`src/rtl/gwp_pkg.sv`:
```
// ---------------------------------------------------------------------------
// gwp_pkg
// Shared types and constants for the grid wireframe projector.
// ---------------------------------------------------------------------------
package gwp_pkg;

  localparam int COORD_BITS = 24;
  localparam int FOCAL_W    = 16;
  localparam int WIDTH_W    = 11;
  localparam int PROD_W     = COORD_BITS + FOCAL_W;
  localparam int MAG_W      = PROD_W - 1;
  localparam int DIV_CNT_W  = $clog2(MAG_W + 1);
  localparam int ADDR_W     = 4;

  localparam int DEF_MAX_ROW_NODES = 1024;

  localparam logic [WIDTH_W-1:0]           RST_GRID_WIDTH   = WIDTH_W'(1);
  localparam logic                         RST_PERSPECTIVE  = 1'b0;
  localparam logic [FOCAL_W-1:0]           RST_FOCAL_LENGTH = FOCAL_W'(1000);
  localparam logic signed [COORD_BITS-1:0] RST_DEPTH_OFFSET = COORD_BITS'(256000);

  localparam logic signed [COORD_BITS-1:0] CMAX = {1'b0, {(COORD_BITS-1){1'b1}}};
  localparam logic signed [COORD_BITS-1:0] CMIN = {1'b1, {(COORD_BITS-1){1'b0}}};

  typedef enum logic [1:0] {
    REG_GRID_WIDTH   = 2'd0,
    REG_PERSPECTIVE  = 2'd1,
    REG_FOCAL_LENGTH = 2'd2,
    REG_DEPTH_OFFSET = 2'd3
  } reg_idx_t;

  typedef struct packed {
    logic signed [COORD_BITS-1:0] x;
    logic signed [COORD_BITS-1:0] y;
    logic signed [COORD_BITS-1:0] z;
  } point_t;

  typedef struct packed {
    point_t pt;
    logic   has_left;
    logic   has_up;
  } node_t;

  typedef struct packed {
    logic                 persp;
    logic [FOCAL_W-1:0]   focal;
  } proj_cfg_t;

  typedef enum logic [2:0] {
    S_IDLE,
    S_MUL,
    S_LOAD,
    S_DIV,
    S_FIN,
    S_SEG_L,
    S_SEG_U
  } back_state_t;

endpackage

```
`src/rtl/gwp_front.sv`:
```
// ---------------------------------------------------------------------------
// gwp_front
// Accepts nodes, applies the depth offset and tracks column and first row.
// ---------------------------------------------------------------------------
module gwp_front import gwp_pkg::*; #(
  parameter int MAX_ROW_NODES = DEF_MAX_ROW_NODES
) (
  input  logic                          clk,
  input  logic                          rst,
  input  logic                          in_valid,
  output logic                          in_ready,
  input  logic signed [COORD_BITS-1:0]  node_x,
  input  logic signed [COORD_BITS-1:0]  node_y,
  input  logic signed [COORD_BITS-1:0]  node_z,
  input  logic                          frame_last,
  input  logic [WIDTH_W-1:0]            grid_width,
  input  logic signed [COORD_BITS-1:0]  depth_offset,
  input  logic                          q_full,
  output logic                          q_push,
  output logic [$clog2(MAX_ROW_NODES)-1:0] q_col,
  output node_t                         q_node
);

  localparam int CNT_W = $clog2(MAX_ROW_NODES);
  localparam int CMP_W = (CNT_W + 2 > WIDTH_W + 1) ? CNT_W + 2 : WIDTH_W + 1;

  logic [CNT_W-1:0]             column_count;
  logic                         first_row;
  logic [CMP_W-1:0]             w_raw;
  logic [CMP_W-1:0]             w_eff;
  logic                         row_end;
  logic signed [COORD_BITS:0]   z_sum;
  logic signed [COORD_BITS-1:0] z_sat;

  assign in_ready = ~q_full;
  assign q_push   = in_valid & ~q_full;

  always_comb begin
    w_raw = CMP_W'(grid_width);
    if (w_raw == '0) begin
      w_eff = CMP_W'(1);
    end else if (w_raw > CMP_W'(MAX_ROW_NODES)) begin
      w_eff = CMP_W'(MAX_ROW_NODES);
    end else begin
      w_eff = w_raw;
    end
    row_end = (CMP_W'(column_count) + CMP_W'(1)) >= w_eff;
  end

  always_comb begin
    z_sum = {node_z[COORD_BITS-1], node_z} + {depth_offset[COORD_BITS-1], depth_offset};
    if (z_sum > (COORD_BITS+1)'(CMAX)) begin
      z_sat = CMAX;
    end else if (z_sum < $signed({CMIN[COORD_BITS-1], CMIN})) begin
      z_sat = CMIN;
    end else begin
      z_sat = z_sum[COORD_BITS-1:0];
    end
  end

  assign q_col             = column_count;
  assign q_node.pt.x       = node_x;
  assign q_node.pt.y       = node_y;
  assign q_node.pt.z       = z_sat;
  assign q_node.has_left   = (column_count != '0);
  assign q_node.has_up     = ~first_row;

  always_ff @(posedge clk) begin
    if (rst) begin
      column_count <= '0;
      first_row    <= 1'b1;
    end else if (q_push) begin
      if (frame_last) begin
        column_count <= '0;
        first_row    <= 1'b1;
      end else if (row_end) begin
        column_count <= '0;
        first_row    <= 1'b0;
      end else begin
        column_count <= column_count + CNT_W'(1);
      end
    end
  end

endmodule

```
`config.mk`:
```
export PLATFORM = sky130hd
export DESIGN_NAME = gwp_front
export DESIGN_NICKNAME = d
export VERILOG_FILES = /design/src/rtl/gwp_pkg.sv /design/src/rtl/gwp_front.sv
export SDC_FILE = /design/constraint.sdc
export NUM_CORES = 1
export LEC_CHECK = 0
export BUFFER_PORTS_ARGS = -buffer_cell sky130_fd_sc_hd__buf_2
export CORE_MARGIN = 5
export CORE_UTILIZATION = 31
export CTS_CLUSTER_SIZE = 12
export DETAILED_ROUTE_END_ITERATION = 7
export MAX_ROUTING_LAYER = met4
export SYNTH_ARGS = -nofsm -noshare
export SYNTH_HDL_FRONTEND = slang
export SYNTH_SLANG_ARGS = --single-unit
export TNS_END_PERCENT = 100
```
`constraint.sdc`:
```
create_clock -name clk -period 5.4 [get_ports clk]
set_clock_uncertainty 0.1 [all_clocks]
set_input_delay 0.27 -clock clk [delete_from_list [all_inputs] [get_ports clk]]
set_output_delay 0.27 -clock clk [all_outputs]
set_load 0.05 [all_outputs]
```
==> results.md, run 1 <==
* Post-route ant nets at 0
* Critical Path Max Stage Delay at 460 ps
* Initial antenna violation count at 0
* EDFF count, synth at 0
* CTS root buffer: clkbuf_8
* CTS Sinks at 11
* Yosys cell types at 54
* Slew @ Worst Pin at 584 ps
* Hold_buf cts at 0
* RSZ-0062 raised after global routing: false
* Max Fclk at 262 MHz
* Routability cong. at 0.893
* Synth Warn # at 0
* Most frequent cells in the layout: buf_2 (101), nand2_1 (54), ha_1 (37)
* Port bufs at 101
* Worst min path class: in -> reg
* Placed inst area at 3320 µm²
* Num rows at 36
* CP max stage cell: a31o_1
* Post-Route WL at 8950 µm
* Max FO, Critical Path at 15
* Max-slew violations at 0
* Post-route cell area at 3370 µm²
* Worst-path clk slew at 50 ps
* CTS Buf Count at 3
* Crit-path most repeated cell: buf_2
* Post-Syn Nets at 594
* Worst vdd rail ir drop at 138 µV
* Vias at 3314
* Worst path cell trace: buf_2, ha_1, inv_1, fa_1, nand2b_1, a211oi_1, o21ai_0, or4b_4, a31o_1, nand2_1, a32oi_1, buf_2
* Max Root-Sink Buffers at 2
* Run status: finished, final reports clean
* Die Y at 110 µm
* CTS tree: yes
* Mux cell area share after synthesis at 0
* Slew headroom at 0.610
* Max-Cap Viols at 0
* Mapped Area at 3080 µm²
* GRT Total Usage at 0.142
* First-pass GRT wire length at 13800 µm
* Crit path DAT at 3440 ps
* Reg2reg start: q_col[0]$_SDFFE_PP0P_
* Tmin final at 3810 ps
* Total global routing overflow at 0
* Total core area at 9730 µm²
* Main flop type after synthesis: dfxtp_1
* Setup crit end kind: output pin
* Worst EP required at 5030 ps
* Largest net degree at the start of global routing at 22
* Die ar. at 12000 µm²
* Setup TNS at 0 ps
* Nets at 640
* CP startpoint: node_z[0]
* Clk_lat worst skew at 240 ps
* Avg Inst Size Synth at 6.93 µm²
* Vias/cell at 5.33
* # setup viols final at 0
* Postcts setup bufs at 0
* # H-tree levels at 1
* Pwr dens at 219 nW/µm²
* Flop2flop setup slack at 1910 ps
* Layout cells sized above 1 at 0.247
* Synth Register Bits at 11
* Diode count at 0
* Cell count after synthesis at 444
* End point of the critical path: q_node[3]
* DR pass1 iterations at 5
* Critical Path Start Type: primary input
* Fin crit share at 0.706
* Wirelength per Cell at 14.4 µm
* WS Path Type: in -> out
* Post-CTS resize count at 0
* Vias in the first global route at 3038
* FFs w/ async S/R, synth at 0
* Die W at 110 µm
* Dpl hpwl at 7540 µm
* P&R area growth vs syn at 9.47%
* Leakage at 1.62 nW
* Commonest non-fill, non-tap cell in the layout: buf_2
* Post-synthesis xor/xnor area fraction at 0.0797
* Worst r2r dst: q_col[9]$_SDFFE_PP0P_
* Seq/Total Area, Yosys at 0.0715
* Reg2reg path depth at 13
* Initial drt markers at 168
* Final Hold Fails at 0
* Simple logic cell fraction of the synthesized area at 0.256
* Largest family of logic cells by synthesized area: compound AO/OA/AOI/OAI gates
* Drc violations at 0
* Ports at 198
* Starting Density at 0.316
* Post-synthesis adder-cell area fraction at 0.157
* Compound-cell area share of the yosys netlist at 0.272
[report_power, final]
part | internal [W] | switching, W | total (W)
Combinational | 0.000165 | 0.000406 | 0.000571
Sequential | 0.0000820 | 0.000000988 | 0.0000829
Clock | 0.0000519 | 0.0000316 | 0.0000835
[through the flow]
stage	setup slack, ps	hold slack [ps]	power [W]	utilization	instances
global route	1320	189	0.000780	0.346	622
global placement	1690	379	0.000649	0.342	618
finish	1590	173	0.000737	0.346	622
CTS	1590	174	0.000738	0.346	622
detailed placement	1590	368	0.000651	0.342	618
floorplan	1590	242	0.000612	-	444
[synthesized netlist by cell type, types with 6 or more instances]
library cell	n	share of area
nor2_1	26	0.032
nand2_1	54	0.066
a21o_1	10	0.024
o211ai_1	7	0.017
a21oi_1	32	0.052
nand2b_1	9	0.018
nor3_1	9	0.015
a211oi_1	7	0.017
and2_1	6	0.012
xnor2_1	14	0.040
or3_1	6	0.012
inv_1	16	0.020
dfxtp_1	11	0.072
xor2_1	14	0.040
a31oi_1	6	0.012
o21ai_0	27	0.044
buf_4	52	0.13
nand4_1	9	0.018
nand3_1	26	0.042
ha_1	37	0.15
[worst min path at each step]
stage / cells after the start / slack (ps) / end / start
after floorplan: 1 / 240 / q_col[0]$_SDFFE_PP0P_ / rst
after global placement: 1 / 380 / first_row$_SDFFE_PP1P_ / first_row$_SDFFE_PP1P_
after detailed placement: 1 / 370 / first_row$_SDFFE_PP1P_ / first_row$_SDFFE_PP1P_
after CTS: 2 / 170 / first_row$_SDFFE_PP1P_ / frame_last
after global routing: 2 / 190 / first_row$_SDFFE_PP1P_ / frame_last
final: 2 / 170 / first_row$_SDFFE_PP1P_ / frame_last
[registers in the layout, indices dropped and copies added, names as in the netlist]
register / cells
q_col: 10
first_row: 1
[critical path: cells and delay by family]
| family | cells | cell delay [ps] |
|---|---|---|
| compound gates | 4 | 1290 |
| fa+ha+maj | 2 | 590 |
| buf+inv | 3 | 440 |
| simple gates | 3 | 850 |
[area by class of cell]
| cell class | instances | area (µm²) |
|---|---|---|
| repair buffers | 103 | 520 |
| fillers | 1097 | 6360 |
| well taps | 133 | 166 |
| flip-flops and latches | 11 | 220 |
| clock buffers | 4 | 45.0 |
| multi-input cells | 354 | 2350 |
| inverters | 17 | 63.8 |
[layer usage]
metal / part of all wire / track usage / vias to the layer above
met4: 0.012 / 0.0294 / 0
met5: 0 / - / -
met1: 0.45 / 0.181 / 1503
met2: 0.48 / 0.247 / 139
li1: - / - / 1654
met3: 0.063 / 0.00998 / 18
[kinds of logic (layout without fill, tap and decap cells)]
| kind of cell | Yosys count | count (layout) |
|---|---|---|
| flops | 11 | 11 |
| buf+inv | 79 | 124 |
| xor+xnor | 28 | 28 |
| simple gates | 162 | 162 |
| fa+ha+maj | 38 | 38 |
| compound gates | 126 | 126 |
Power figures use the tool's default switching activity.
==> run 2: changes to the inputs <==
ABC_AREA = 1   (was unset)
clock period = 3.2 ns   (was 5.4 ns; I/O delays follow)
==> results.md, run 2 <==
* Run status: finished, final reports clean
* Vias/cell at 4.60
* Area share of the largest cell type after synthesis at 0.197
* Top cells by area, synth: nand2_1 (20%), ha_1 (14%), buf_4 (11%), inv_1 (8.8%), dfxtp_1 (6.5%)
* CTS Buf Count at 3
* Synth cell count leaders: nand2_1 (177), inv_1 (79), buf_4 (48)
* Commonest non-fill, non-tap cell in the layout: nand2_1
* CP max stage cell: dfxtp_1
* Fin crit share at 0.846
* CP top delay family: simple AND/OR/NAND/NOR gates
* Max FO, Critical Path at 9
* CTS Sinks at 11
* Hold path startpoint: frame_last
* Final Hold Fails at 0
* Worst-path clk slew at 50 ps
* Port bufs at 101
* Dominant cell type by area after synthesis: nand2_1
* Slew headroom at 0.716
* Initial antenna violation count at 0
* Post-Route WL at 9560 µm
* Post-CTS resize count at 0
* Vias at 3567
* Max Root-Sink Buffers at 2
* Max-slew violations at 0
* Cell with the most instances after synthesis: nand2_1
* Seq/Total Area, Yosys at 0.0651
* CTS root buffer: clkbuf_8
* Hold depth at 3
* Synth Warn # at 0
* Main flop type after synthesis: dfxtp_1
* # setup viols final at 0
* Postcts setup bufs at 0
* Worst min path class: in -> reg
* Largest register FFs at 10
* Post-Syn Nets at 733
* Critical Path Start Type: flip-flop
* Diode count at 0
* Mapped Area at 3380 µm²
* Reg2reg path depth at 14
* WS Path Type: reg -> reg
* Layout cells sized above 1 at 0.241
* FFs w/ async S/R, synth at 0
* Register area at 220 µm²
* Pint at 0.000486 W
* First-pass GRT wire length at 15800 µm
* Sw Pwr at 0.000732 W
* Synth Register Bits at 11
* Die W at 114 µm
* # H-tree levels at 1
* Routability cong. at 0.883
* Flop2flop setup slack at 490 ps
* Post-route ant nets at 0
* Largest net degree at the start of global routing at 24
* Drc violations at 0
* Cell count after synthesis at 583
* Slew @ Worst Pin at 424 ps
* Num rows at 38
* Worst vdd rail ir drop at 221 µV
* Total global routing overflow at 0
* Pwr dens at 330 nW/µm²
* Crit path DAT at 2770 ps
* Post-route cell area at 3690 µm²
* End of the worst hold path: first_row$_SDFFE_PP1P_
* Dpl hpwl at 8380 µm
* Setup crit end kind: flip-flop
* Nets at 787
* Wirelength per Cell at 12.3 µm
* Worst r2r dst: q_col[2]$_SDFFE_PP0P_
* Yosys cell types at 31
* Dpl ws at 498 ps
* Most frequent cells in the layout: nand2_1 (177), buf_2 (101), inv_1 (79)
* Placed inst area at 3650 µm²
* Setup ws final at 492 ps
* Max Fclk at 369 MHz
* Worst path cell trace: ha_1, nand3_1, nor2_1, nand3_1, xor2_1, inv_1, ha_1, a21o_1, a21oi_1, nand2_1, nor2b_1, buf_4, nand3b_1, a21oi_1
* Area of the multi-input gates at 2430 µm²
* FILL cells at 1243
* Leakage at 2.15 nW
* RSZ-0062 raised after global routing: false
* P&R area growth vs syn at 9.29%
* Ports at 198
* Die ar. at 13100 µm²
* Total core area at 10700 µm²
* Critical Path Max Stage Delay at 500 ps
* Gate power share at 0.770
* Reg power frac at 0.115
* Avg Inst Size Synth at 5.80 µm²
* DR pass1 iterations at 4
* Worst EP required at 3260 ps
* Tmin final at 2710 ps
* GRT Total Usage at 0.147
* Reg2reg start: q_col[0]$_SDFFE_PP0P_
* Initial drt markers at 110
* Die Y at 114 µm
* Clk_lat worst skew at 240 ps
* Vias in the first global route at 3564
* Max-Cap Viols at 0
* Min Hold Slack at 51.8 ps
* Starting Density at 0.315
* Clock power frac at 0.115
* EDFF count, synth at 0
* Buf/Inv on CP at 2
* CTS tree: yes
* Setup TNS at 0 ps
* Hold_buf cts at 0
* Switch share at 0.601
## run 2: cell count changes after synthesis, sizes merged, moves of 6 or more
cell	before	now
a211oi	8	0
a21o	10	3
a31oi	7	0
inv	16	79
nand2	55	211
nand2b	9	0
nand3	26	32
nor2	27	53
o211ai	7	0
o21ai	31	6
o21bai	0	8
or3	6	0
xnor2	14	5
## run 2: worst max-delay path by stage
stage                          startpoint               endpoint  slack, ps  cells after the start
floorplan           q_col[0]$_SDFFE_PP0P_  q_col[8]$_SDFFE_PP0P_        260                     14
global placement    q_col[0]$_SDFFE_PP0P_  q_col[1]$_SDFFE_PP0P_        500                     14
detailed placement  q_col[0]$_SDFFE_PP0P_  q_col[2]$_SDFFE_PP0P_        500                     14
CTS                 q_col[0]$_SDFFE_PP0P_  q_col[2]$_SDFFE_PP0P_        460                     14
global route        q_col[0]$_SDFFE_PP0P_  q_col[6]$_SDFFE_PP0P_        160                     14
finish              q_col[0]$_SDFFE_PP0P_  q_col[2]$_SDFFE_PP0P_        490                     14
## run 2: power by group through the flow
stage	Clock [W]	Combinational, W	Sequential, W
2_1_floorplan	0	0.000905	0.000145
3_3_place_gp	0	0.000943	0.000143
3_5_place_dp	0	0.000944	0.000143
4_1_cts	0.000145	0.000947	0.000140
5_1_grt	0.000150	0.00103	0.000140
6_report	0.000141	0.000937	0.000140
## run 2: area by class of cell
cell class                 count  area share
clock buffer                   4      0.0122
inverter                      79      0.0803
multi-input combinational    438       0.658
sequential                    11      0.0596
tap                          140      0.0474
timing repair buffer         104       0.143
## run 2: worst register-to-register path, delay by kind of cell (launching register included)
family	cells	cell delay, ps
fa+ha+maj	2	440
buf+inv	2	230
simple gates	6	710
compound gates	3	460
xor+xnor	1	200
flops	1	500
## run 2: per-layer routing
layer / wire (µm) / track usage / vias up
met5: 0 / - / -
met4: 132 / 0.0269 / 0
met3: 700 / 0.0169 / 18
met2: 4510 / 0.263 / 118
met1: 4210 / 0.179 / 1529
li1: - / - / 1902
## run 2: logic make-up after synthesis
| family | synth area share |
|---|---|
| simple gates | 0.438 |
| fa+ha+maj | 0.143 |
| flops | 0.0651 |
| buf+inv | 0.216 |
| xor+xnor | 0.0492 |
| compound gates | 0.0888 |
## run 2: through the flow
stage                     power, W  std cells  utilization
after floorplan            0.00105        583            -
after global placement     0.00109        772        0.340
after detailed placement   0.00109        772        0.340
after CTS                  0.00123        776        0.344
after global routing       0.00132        776        0.344
final                      0.00122        776        0.344
