--- src/rtl/gwp_pkg.sv ---
// ---------------------------------------------------------------------------
// gwp_pkg
// Shared types and constants for the grid wireframe projector.
// ---------------------------------------------------------------------------
package gwp_pkg;

  localparam int COORD_BITS = 24;
  localparam int FOCAL_W    = 16;
  localparam int WIDTH_W    = 11;
  localparam int PROD_W     = COORD_BITS + FOCAL_W;
  localparam int MAG_W      = PROD_W - 1;
  localparam int DIV_CNT_W  = $clog2(MAG_W + 1);
  localparam int ADDR_W     = 4;

  localparam int DEF_MAX_ROW_NODES = 1024;

  localparam logic [WIDTH_W-1:0]           RST_GRID_WIDTH   = WIDTH_W'(1);
  localparam logic                         RST_PERSPECTIVE  = 1'b0;
  localparam logic [FOCAL_W-1:0]           RST_FOCAL_LENGTH = FOCAL_W'(1000);
  localparam logic signed [COORD_BITS-1:0] RST_DEPTH_OFFSET = COORD_BITS'(256000);

  localparam logic signed [COORD_BITS-1:0] CMAX = {1'b0, {(COORD_BITS-1){1'b1}}};
  localparam logic signed [COORD_BITS-1:0] CMIN = {1'b1, {(COORD_BITS-1){1'b0}}};

  typedef enum logic [1:0] {
    REG_GRID_WIDTH   = 2'd0,
    REG_PERSPECTIVE  = 2'd1,
    REG_FOCAL_LENGTH = 2'd2,
    REG_DEPTH_OFFSET = 2'd3
  } reg_idx_t;

  typedef struct packed {
    logic signed [COORD_BITS-1:0] x;
    logic signed [COORD_BITS-1:0] y;
    logic signed [COORD_BITS-1:0] z;
  } point_t;

  typedef struct packed {
    point_t pt;
    logic   has_left;
    logic   has_up;
  } node_t;

  typedef struct packed {
    logic                 persp;
    logic [FOCAL_W-1:0]   focal;
  } proj_cfg_t;

  typedef enum logic [2:0] {
    S_IDLE,
    S_MUL,
    S_LOAD,
    S_DIV,
    S_FIN,
    S_SEG_L,
    S_SEG_U
  } back_state_t;

endpackage

--- src/rtl/gwp_queue.sv ---
// ---------------------------------------------------------------------------
// gwp_queue
// Two-entry queue between the classifying front end and the projection core.
// ---------------------------------------------------------------------------
module gwp_queue import gwp_pkg::*; #(
  parameter int W = 8
) (
  input  logic         clk,
  input  logic         rst,
  input  logic         push,
  input  logic [W-1:0] push_data,
  output logic         full,
  input  logic         pop,
  output logic         not_empty,
  output logic [W-1:0] head
);

  logic [W-1:0] slots [2];
  logic         wptr;
  logic         rptr;
  logic [1:0]   count;

  assign full      = (count == 2'd2);
  assign not_empty = (count != 2'd0);
  assign head      = slots[rptr];

  always_ff @(posedge clk) begin
    if (push) begin
      slots[wptr] <= push_data;
    end
  end

  always_ff @(posedge clk) begin
    if (rst) begin
      wptr  <= 1'b0;
      rptr  <= 1'b0;
      count <= 2'd0;
    end else begin
      if (push) wptr <= ~wptr;
      if (pop)  rptr <= ~rptr;
      case ({push, pop})
        2'b10:   count <= count + 2'd1;
        2'b01:   count <= count - 2'd1;
        default: count <= count;
      endcase
    end
  end

endmodule

--- config.mk ---
export PLATFORM = sky130hd
export DESIGN_NAME = gwp_queue
export DESIGN_NICKNAME = d
export VERILOG_FILES = /design/src/rtl/gwp_pkg.sv /design/src/rtl/gwp_queue.sv
export SDC_FILE = /design/constraint.sdc
export NUM_CORES = 1
export LEC_CHECK = 0
export BUFFER_PORTS_ARGS = -buffer_cell sky130_fd_sc_hd__buf_2
export CORE_UTILIZATION = 48
export DETAILED_ROUTE_END_ITERATION = 8
export PLACE_DENSITY = 0.74
export SLEW_MARGIN = 30
export SYNTH_ARGS = -nofsm -noshare
export SYNTH_HDL_FRONTEND = slang
export SYNTH_SLANG_ARGS = --single-unit
export TNS_END_PERCENT = 30
--- constraint.sdc ---
create_clock -name clk -period 1.6 [get_ports clk]
set_clock_uncertainty 0.1 [all_clocks]
set_input_delay 0.48 -clock clk [delete_from_list [all_inputs] [get_ports clk]]
set_output_delay 0.48 -clock clk [all_outputs]
set_load 0.05 [all_outputs]
==> results.md, run 1 <==
Run status:
- The run finished, with violations left.
- The final reports fail on negative setup slack.

Clock tree:
- Counting the buffers created by CTS gives 3.
- The longest clock path from root to sink contains 2 buffers.
- In this run, post-CTS hold repair placed 0 buffers.
- The CTS tree is built.
- The clock net in this run drives a total of 21 sinks.
- Clock-pin slew was measured on the worst setup and hold paths at roughly 0.11 ns.
- Post-CTS repair changed the size of 40 cells.
- The number of buffers inserted by post-CTS setup repair is 0.
- The number of levels in the clock H-tree is 1.
- CTS placed an instance of clkbuf_4 at the clock tree root.
- The clock reaches the later pin of the worst-skew pair after a little under 0.3 ns.

Floorplanning:
- The region available for standard cell placement spans between 1500 and 2000 um2.
- The I/O pin total is 22.
- The total die area is between 1500 and 2000 um2.
- The die is between 40 and 50 um wide.
- The number of placement rows is 14.
- Once the floorplan was initialized, standard cells occupied between 50 and 60% of the core.
- In this run the vertical extent of the chip is about 42 um.

Hold path:
- The worst min-delay path endpoint is slots[0][4].
- The worst hold path begins at push_data[4].
- The type of the most critical hold path is in2reg.
- The worst hold path depth is 1.

GRT:
- Entering global routing, the biggest net connects 12 pins.
- The first-pass GRT wire length is a little under 2000 um.
- The number of antenna violations at the first check in global routing came to 0.
- The total global-route track usage is between 10% and 20%.
- After global routing the overflow that remains totals 0.
- The number of global-route vias before repair came to about 440.

Place:
- Buffers placed on the I/O ports in this run total 21.
- Once placement completed, the tool counted placed cells totaling slightly below 90.
- Routability-driven placement finished with a final weighted congestion of 0.6337.
- The total placed instance area is 933.4 um2.

Timing:
- At the pin with the least slew margin, the transition time is just under 0.4 ns.
- The share of the clock period used by the worst path after layout is 113.1%.
- The worst path in the final design needs a cycle of 1.809 ns, including I/O delays and setup.
- Once routing completed, OpenROAD measured the worst setup slack at -0.2094 ns.
- Setup violations remaining at the end of the flow were counted as 10.
- The achievable frequency is ~0.55 GHz.
- The worst-case headroom to the max-slew limit is between 70% and 80%.
- The count of final hold-check violations is 0.
- The total count of max-transition violations in the final report is 0.
- Setup repair after global routing could not meet its margin everywhere.
- Summed over all failing endpoints, the final setup total negative slack is -1.693 ns.

Critical path:
- Together, buffers and inverters on the worst path number 2.
- The signal on the critical path passes through buf_6 > mux2_4 > buf_8.
- STA classifies the critical path startpoint as a register.
- The number of cells on the critical path is 3.
- The worst setup path is of the reg2out kind.
- The endpoint of the most critical register-to-register path is slots[1][5].
- The cell with the largest stage delay on the worst path is dfxtp_2.
- On the critical path the largest part of the delay comes from flip-flops.
- The largest incremental delay on the critical path is about 0.35 ns.
- The largest driver fanout on the critical path is 5.
- The number of cells on the worst reg-to-reg path is 1.
- The worst setup path is captured at an output pin.
- The data arrival time of the critical path is between 1 and 1.5 ns.
- At the worst endpoint, the required time is about 1.0 ns.
- The startpoint of the worst-slack reg-to-reg timing path is wptr.
- Across all register-to-register paths, the minimum setup slack is about 0.42 ns.

Logic synthesis:
- Sorting the synthesized cells by area gives the leading types as edfxtp_1 61%, dfxtp_1 13%, mux2_2 12%.
- Counting every net in the synthesized netlist gives 60.
- The fraction of synthesized cell area in xor and xnor cells is about 4.5%.
- The number of unique standard cell types used by synthesis is 15.
- Summing the areas of all compound-gate instances in the mapped netlist gives 1.278% of the synthesized area.
- The area fraction in and, or, nand and nor cells after synthesis is under 10%.
- The adder-cell share of the synthesized area is around 1.6%.
- After synthesis, the largest family of logic cells by area is multiplexers.
- The synthesized netlist cell count is between 40 and 50.
- During synthesis, Yosys emitted a total of 0 warnings.
- Summed over all instances, the cell type with the most area after synthesis is edfxtp_1.
- In this run the mean area of a mapped cell was 16.66 um2.
- The top cell type by area accounts for about 60% of the synthesized area.
- The share of the Yosys chip area taken by registers is between 70% and 80%.
- The synthesized area is between 700 and 800 um2.
- The portion of synthesized area spent on multiplexers is 11.50%.
- The number of synthesized register bits is 21.

Layout:
- Cells with a size suffix above 1 make up between 50% and 60% of the layout.
- In the final layout, flip-flops and latches occupy about 600 um2.
- From synthesis to final layout, the design area changed by 39.46%.
- The cell area after layout is roughly 1100 um2.
- The number of diodes is 0.
- After filler insertion, the fill cell instance count of the layout stands at between 100 and 150.
- The library cell used most frequently in the layout, excluding fill and tap cells, is edfxtp_1.
- In the layout the commonest cells are 16 x edfxtp_1, 11 x buf_2, 8 x mux2_4, 8 x buf_8, 5 x nor2_1.
- In the final layout, the multi-input gates occupy 224.0 um2.
- For this run, the number of standard cells in the final layout without fillers is approximately 90.
- For this run, the post-layout net count is just under 90.

Routing:
- The number of DRC markers in iteration 0 is 6.
- Dividing the detail-routed via count by the number of cells gives approximately 5.1.
- The count of nets left with antenna violations once routing finished came out at 0.
- In the routed design, unresolved DRC markers number 0.
- The post-detailed-routing wire length is approximately 1300 um.
- The total via count in the routed design is 460.
- The pre-antenna-repair detailed-routing pass consisted of 3 iterations.
- After detailed routing, the average wire length per cell comes to roughly 14 um.

Power:
- For this design the ratio of total power to cell area is between 1000 and 1500 nW/um2.
- The maximum VDD drop is approximately 0.00072 V.
- The total leakage power is around 0.45 nW.

Run:
- The reported max-cap violation count is 0.
[layout make-up]
class	count	area share, %
tap	16	1.833
multi-input combinational	24	20.50
inverter	1	0.3436
sequential	21	53.72
clock buffer	4	2.405
timing repair buffer	25	21.19
[metal layers]
metal | wire [um] | global-route usage (%) | vias up | part of all wire [%]
met3 | 41 | 2.586 | 2 | 3.2
met5 | 0 | 0 | - | 0
met4 | 12 | 9.375 | 0 | 0.93
met1 | 542 | 18.24 | 221 | 42
li1 | - | - | 225 | -
met2 | 699 | 26.77 | 12 | 54
[logic make-up (layout without fill, tap and decap cells)]
| group | Yosys count | in the layout |
|---|---|---|
| buffers and inverters | 2 | 30 |
| adder cells (fa/ha/maj) | 1 | 1 |
| AO/OA/AOI/OAI | 2 | 2 |
| multiplexers | 8 | 8 |
| flip-flops | 21 | 21 |
| AND/OR/NAND/NOR | 9 | 9 |
| XOR/XNOR | 4 | 4 |
[cell usage after synthesis]
library cell and n:
or3_1 1, ha_1 1, or2_2 1, xnor2_1 3, nor2_1 5, a21oi_1 1, xor2_1 1, inv_1 1
buf_2 1, dfxtp_1 5, o21ai_0 1, edfxtp_1 16, mux2_2 8, and2b_2 1, and2_1 1
[flip-flops by register name (all words and copies together), names as in the netlist, named ones only]
| name | cells |
|---|---|
| slots | 16 |
| wptr | 1 |
| rptr | 1 |
| count | 2 |
[how the worst max path moves through the flow]
stage | end | slack, ns
global placement | head[7] | 0.03
detailed placement | head[6] | 0.02
global route | head[7] | -0.26
floorplan | head[0] | 0.1
finish | head[7] | -0.21
CTS | head[6] | -0.22
[power breakdown]
part | switching (mW) | total (mW) | leakage (nW) | internal, mW
registers | 0.0188 | 0.650 | 0.193 | 0.632
logic | 0.190 | 0.349 | 0.246 | 0.159
clock network | 0.140 | 0.236 | 0.0150 | 0.0967
[through the flow]
step,setup WS [ns],utilization (%),power (mW),hold WS [ns]
after detailed placement,0.01542,61.96,0.9233,0.4065
after global routing,-0.2559,72.51,1.290,0.2564
final,-0.2094,72.51,1.235,0.2759
after CTS,-0.2172,72.34,1.248,0.2664
after floorplan,0.09747,-,0.8476,0.3564
after global placement,0.02972,61.96,0.9122,0.3812
Note: power is estimated with default switching activity, not from simulation.
==> run 2: changes to the inputs <==
--- a/config.mk
+++ b/config.mk
@@ -8,7 +8,7 @@
 export BUFFER_PORTS_ARGS = -buffer_cell sky130_fd_sc_hd__buf_2
 export CORE_UTILIZATION = 48
 export DETAILED_ROUTE_END_ITERATION = 8
-export PLACE_DENSITY = 0.74
+export PLACE_DENSITY = 0.71
 export SLEW_MARGIN = 30
 export SYNTH_ARGS = -nofsm -noshare
 export SYNTH_HDL_FRONTEND = slang
==> results.md, run 2 (synthesis results as in run 1) <==
Run status:
- The run finished, with violations left.
- The final reports fail on negative setup slack.

Hold path:
- The worst hold path depth is 1 (unchanged).
- For hold timing, the worst endpoint is slots[1][2].
- The startpoint of the lowest-slack hold path is push_data[2].
- The min-delay analysis places its worst path in the category in2reg.

Layout:
- The number of standard cells in the final layout excluding fillers is 92 (+1.1%).
- Relative to the synthesized area, the layout overhead comes to 40.89%.
- The register ranked first by flip-flop count is slots.
- The number of diodes is 0 (unchanged).
- The library cell used most frequently in the layout, excluding fill and tap cells, is edfxtp_1.
- The ratio of cells with drive above 1 in the final layout is 55.26% (+0.60 points).
- The net total in the final layout is 90 (+1.1%).
- The flip-flop count of the largest register after layout is 16 (unchanged).
- In the layout the commonest cells are 16 x edfxtp_1, 11 x buf_2, 8 x mux2_4, 8 x buf_8, 5 x nor2_1.
- The largest registers in the layout are slots (16), count (2).

Critical path:
- The required time reported for the critical path endpoint came to 1.02 ns (about the same).
- The kind of start point of the critical path is a register.
- The endpoint identified for the worst register-to-register timing path is slots[1][6].
- The largest driver fanout on the critical path is 5 (unchanged).
- The number of cells on the worst reg-to-reg path is 1 (unchanged).
- The data arrival time of the critical path is 1.23 ns (about the same).
- The startpoint of the worst-slack reg-to-reg timing path is wptr.
- The worst setup path is captured at an output pin.
- The setup slack of the worst register-to-register path is 0.42 ns (about the same).
- The startpoint-to-endpoint class of the critical path is reg2out.

Clock tree:
- The quantity of hold-fixing buffers added after cts is 0 (unchanged).
- The insertion delay of the later-clocked pin in the worst-skew pair came to 0.30 ns (about the same).
- The register clock-pin slew on the reported worst setup and hold paths was 0.11 ns (about the same).
- The cell chosen for the clock root is clkbuf_4.
- The number of levels in the clock H-tree is 1 (unchanged).
- The CTS tree is built.
- The number of instances resized during post-cts repair is 41 (+2.5%).
- The number of buffers inserted by post-CTS setup repair is 0 (unchanged).
- The maximum buffer depth of the clock tree came to 2 (unchanged).
- The TritonCTS sink count is 21 (unchanged).
- The number of buffers created by CTS is 3 (unchanged).

Place:
- The global placer's final weighted congestion is 0.6479 (+2.2%).
- The count of port buffers added during placement is 21 (unchanged).
- Summed over all nets, the half-perimeter wirelength after detailed placement is 803.4 um.
- The worst slack at placement is -0.01393 ns (-0.02936 ns).
- The total instance count after detailed placement is 88 (+1.1%).

GRT:
- The overall overflow remaining after global route is 0 (unchanged).
- The pin count of the biggest net entering global routing is 12 (unchanged).
- The number of antenna violations at the first check in global routing is 0 (unchanged).
- The number of global-route vias before repair is 445 (+2.1%).
- The first-pass GRT wire length is 1849 um (-4.6%).
- The total global-route track usage is 14.65% (-0.98 points).

Timing:
- The final worst setup slack is -0.2139 ns (-0.004454 ns).
- The transition at the pin with the smallest max-transition slack came to 0.3774 ns (-0.009124 ns).
- Setup repair after global routing could not meet its margin everywhere.
- The worst-case headroom to the max-slew limit is 74.84% (+0.61 points).
- The total count of max-transition violations in the final report was 0 (unchanged).
- The achievable frequency is 0.5513 GHz (-0.25%).
- The share of the clock period used by the worst path after layout is 113.4% (+0.28 points).
- The final number of setup-violating endpoints came to 10 (unchanged).
- The post-route setup TNS was -1.744 ns (-0.05139 ns).
- The post-route minimum period came to 1.814 ns (+0.004454 ns).
- The count of final hold-check violations is 0 (unchanged).

Floorplanning:
- The number of placement rows was 14 (unchanged).
- The floorplan core area is 1506 um2 (unchanged).
- The chip height came to 42.40 um (unchanged).
- The floorplan die width came to 42.40 um (unchanged).
- The initial core utilization is 51.99% (unchanged).
- The I/O pin total is 22 (unchanged).
- The total die area is 1797 um2 (unchanged).

Routing:
- The total via count in the routed design was 450 (-2.2%).
- The remaining number of nets flagged by the antenna check after routing came to 0 (unchanged).
- The per-cell via count in the routed design is 4.891 (-3.2%).
- The DRC violations left is 0 (unchanged).
- The length of the first detailed-routing pass in iterations was 2 (-1).
- The average detailed-routed wire length per instance is 12.59 um (-12%).
- The number of DRC markers in iteration 0 is 2 (-4).
- The post-detailed-routing wire length is 1158 um (-11%).

Power:
- The maximum VDD drop came to 0.0007276 V (+1.6%).
- The power density normalized to cell area came to 1126 nW/um2 (-0.48%).
- The total leakage power is 0.4594 nW (+1.3%).

Run:
- The reported max-cap violation count was 0 (unchanged).
[run 2: worst max path at each step]
stage	startpoint	to	slack (ns)
after floorplan	register	head[0]	0.1
after global placement	push	count[1]	0.02
after detailed placement	push	count[1]	-0.01
after CTS	register	head[0]	-0.22
after global routing	register	head[4]	-0.26
final	register	head[4]	-0.21
[run 2: metrics by stage]
step	utilization [%]	hold slack, ns	area (um2)	power, mW
final	73.26	0.2644	1104	1.242
after global routing	73.26	0.2567	1104	1.288
after CTS	73.09	0.2611	1101	1.249
after detailed placement	62.46	0.3905	940.9	0.9202
after global placement	62.46	0.3881	940.9	0.9166
after floorplan	-	0.3564	783.3	0.8476
[run 2: power by group]
part / internal, mW / total, mW / switching (mW)
clock network: 0.0971 / 0.243 / 0.146
registers: 0.632 / 0.650 / 0.0184
logic: 0.163 / 0.349 / 0.186
total: 0.892 / 1.24 / 0.351
[run 2: per-layer routing]
| layer | GRT usage, % | part of all wire (%) | vias to the layer above |
|---|---|---|---|
| li1 | - | - | 226 |
| met1 | 15.68 | 42 | 207 |
| met2 | 25.85 | 52 | 13 |
| met3 | 3.017 | 3.5 | 4 |
| met4 | 9.375 | 2.8 | 0 |
| met5 | 0 | 0 | - |
[run 2: layout make-up]
cell class	count	area, um2
Clock buffer	4	26.28
Timing Repair Buffer	26	242.7
Tap cell	16	20.02
Multi-Input combinational cell	24	224.0
Fill cell	109	402.9
Inverter	1	3.754
Sequential cell	21	586.8
[run 2: critical path: stages, from the launching register on]
cell	delay (ns)
dfxtp_2	0.35
buf_6	0.13
mux2_4	0.31
buf_8	0.15
==> run 3: changes to the inputs <==
--- a/config.mk
+++ b/config.mk
@@ -7,6 +7,7 @@
 export LEC_CHECK = 0
 export BUFFER_PORTS_ARGS = -buffer_cell sky130_fd_sc_hd__buf_2
 export CORE_UTILIZATION = 48
+export CTS_BUF_LIST = sky130_fd_sc_hd__clkbuf_16
 export DETAILED_ROUTE_END_ITERATION = 8
 export PLACE_DENSITY = 0.71
 export SLEW_MARGIN = 30
==> results.md, run 3 (synthesis results as in run 1) <==
Clock tree:
- The number of levels in the clock H-tree is 1 (unchanged).
- The TritonCTS sink count is 21 (unchanged).
- The insertion delay of the later-clocked pin in the worst-skew pair is 0.25 ns (-0.05 ns).
- The maximum buffer depth of the clock tree came to 2 (unchanged).
- The quantity of hold-fixing buffers added after cts came to 0 (unchanged).
- The register clock-pin slew on the reported worst setup and hold paths came to 0.05 ns (-0.06 ns).
- The number of buffers created by CTS is 3 (unchanged).
- The cell chosen for the clock root is clkbuf_16.
- The CTS tree is built.

GRT:
- The total global-route track usage is 17.08% (+2.4 points).
- The pin count of the biggest net entering global routing is 12 (unchanged).
- The met2 usage in global routing is 32.00% (+6.2 points).
- The overall overflow remaining after global route is 0 (unchanged).
- The fraction of met1 tracks used by global routing is 18.42% (+2.7 points).
- The number of global-route vias before repair came to 473 (+6.3%).
- The first-pass GRT wire length came to 2173 um (+18%).
- The met3 usage in global routing is 4.310% (+1.3 points).
- The number of antenna violations at the first check in global routing is 0 (unchanged).
- The busiest layer in global routing is met2.

Power:
- The power density normalized to cell area came to 1308 nW/um2 (+16%).
- The maximum VDD drop is 0.0008312 V (+14%).
- The total leakage power was 0.4863 nW (+5.9%).
- The total power of the final layout came to 1.511 mW (+22%).

Timing:
- The final hold slack is 0.3183 ns (+0.05391 ns).
- The count of final hold-check violations came to 0 (unchanged).
- The achievable frequency was 0.5689 GHz (+3.2%).
- The post-route minimum period is 1.758 ns (-0.05608 ns).
- Setup repair after global routing could not meet its margin everywhere.
- The post-route setup TNS is -1.213 ns (+0.5317 ns).
- The final worst setup slack is -0.1578 ns (+0.05608 ns).
- The final number of setup-violating endpoints is 9 (-1).
- The share of the clock period used by the worst path after layout is 109.9% (-3.5 points).
- The total count of max-transition violations in the final report is 0 (unchanged).
- The transition at the pin with the smallest max-transition slack is 0.3941 ns (+0.01673 ns).
- The worst-case headroom to the max-slew limit came to 73.73% (-1.1 points).

Routing:
- The post-detailed-routing wire length is 1342 um (+16%).
- The average detailed-routed wire length per instance was 14.59 um (+16%).
- The per-cell via count in the routed design is 4.902 (+0.22%).
- The length of the first detailed-routing pass in iterations is 4 (+2).
- The DRC violations left was 0 (unchanged).
- The number of DRC markers in iteration 0 is 4 (+2).
- The remaining number of nets flagged by the antenna check after routing is 0 (unchanged).
- The total via count in the routed design is 451 (+0.22%).

Layout:
- Leaving out fill and tap cells, the most frequent cells in the layout are 16 x edfxtp_1, 11 x buf_2, 8 x mux2_4, 8 x buf_8, 5 x nor2_1.
- The filler cell count in the final layout is 100 (-8.3%).
- The number of standard cells in the final layout excluding fillers is 92 (unchanged).
- The number of diodes is 0 (unchanged).
- The area occupied by registers is 585.6 um2 (-0.21%).
- The final core utilization was 76.66% (+3.4 points).
- The register ranked first by flip-flop count is slots.
- The cell area after layout was 1155 um2 (+4.6%).
- The layout overhead on the synthesized area is 47.44%.
- The area of combinational cells with multiple inputs is 224.0 um2 (unchanged).
- The net total in the final layout was 90 (unchanged).
- The ratio of cells with drive above 1 in the final layout is 53.95% (-1.3 points).
- The most common cell after layout, fill and taps aside is edfxtp_1.
- The flip-flop count of the largest register after layout is 16 (unchanged).
- In the final layout, the registers with the most flip-flops are slots (16), count (2).

Place:
- The count of port buffers added during placement came to 21 (unchanged).
- The total half-perimeter wirelength after legalization and detailed placement is 803.4 um (unchanged).
- The worst slack at placement is -0.01393 ns (unchanged).
- The total instance count after detailed placement is 88 (unchanged).
- The total placed instance area is 940.9 um2 (unchanged).
- The global placer's final weighted congestion is 0.6479 (unchanged).

Critical path:
- The required time reported for the critical path endpoint is 1.02 ns (about the same).
- The category of the worst setup path capture point is an output pin.
- The setup path with the least slack is of type reg2out.
- The worst setup path is launched from a register.
- The largest driver fanout on the critical path is 5 (unchanged).
- The data arrival time of the critical path was 1.18 ns (-0.05 ns).

Floorplanning:
- The floorplan die width came to 42.40 um (unchanged).
- The chip height is 42.40 um (unchanged).
- The initial core utilization is 51.99% (unchanged).
- The I/O pin total was 22 (unchanged).
- The floorplan core area is 1506 um2 (unchanged).
- The total die area came to 1797 um2 (unchanged).
- The number of placement rows is 14 (unchanged).

Hold path:
- The tightest min-delay check is of the in2reg type.

Run status:
- The run finished, with violations left.
- The final reports fail on negative setup slack.

Run:
- The reported max-cap violation count was 0 (unchanged).
[run 3: cell types whose count changed in the layout (fill, tap and decap cells not counted), sizes merged]
cell	before	now
inv	1	2
clkbuf	4	3
[run 3: layout make-up]
cell class,instances,share of cell area (%)
well taps,16,1.733
flip-flops and latches,21,50.70
clock buffers,3,6.501
inverters,1,0.3250
repair buffers,26,21.02
clock inverters,1,0.3250
multi-input cells,24,19.39
[run 3: where the power goes]
group / internal [mW] / switching (mW)
Sequential: 0.632 / 0.0187
Combinational: 0.163 / 0.189
Clock: 0.332 / 0.175
Total: 1.13 / 0.383
[run 3: worst paths after layout]
kind	from	end	slack, ns	depth (start not counted)
setup / recovery	register	head[4]	-0.16	3
hold / removal	push_data[2]	slots[1][2]	0.32	1
setup reg to reg	wptr	slots[1][1]	0.42	1
hold reg to reg	count[1]	count[1]	0.39	2
[run 3: layer usage]
layer	routed length [um]	vias up
li1	-	227
met1	539	207
met2	747	14
met3	39	3
met4	16	0
met5	0	-
[run 3: repair_timing]
item                                    CTS  global route
setup buffers                             0             0
gates resized for setup                  39             2
endpoints found under the hold margin     0             0
endpoints found under the setup margin   10            10
[run 3: critical path, stage by stage, from the launching register on]
cell and delay, ns:
dfxtp_2 0.34, buf_6 0.13, mux2_4 0.31, buf_8 0.15
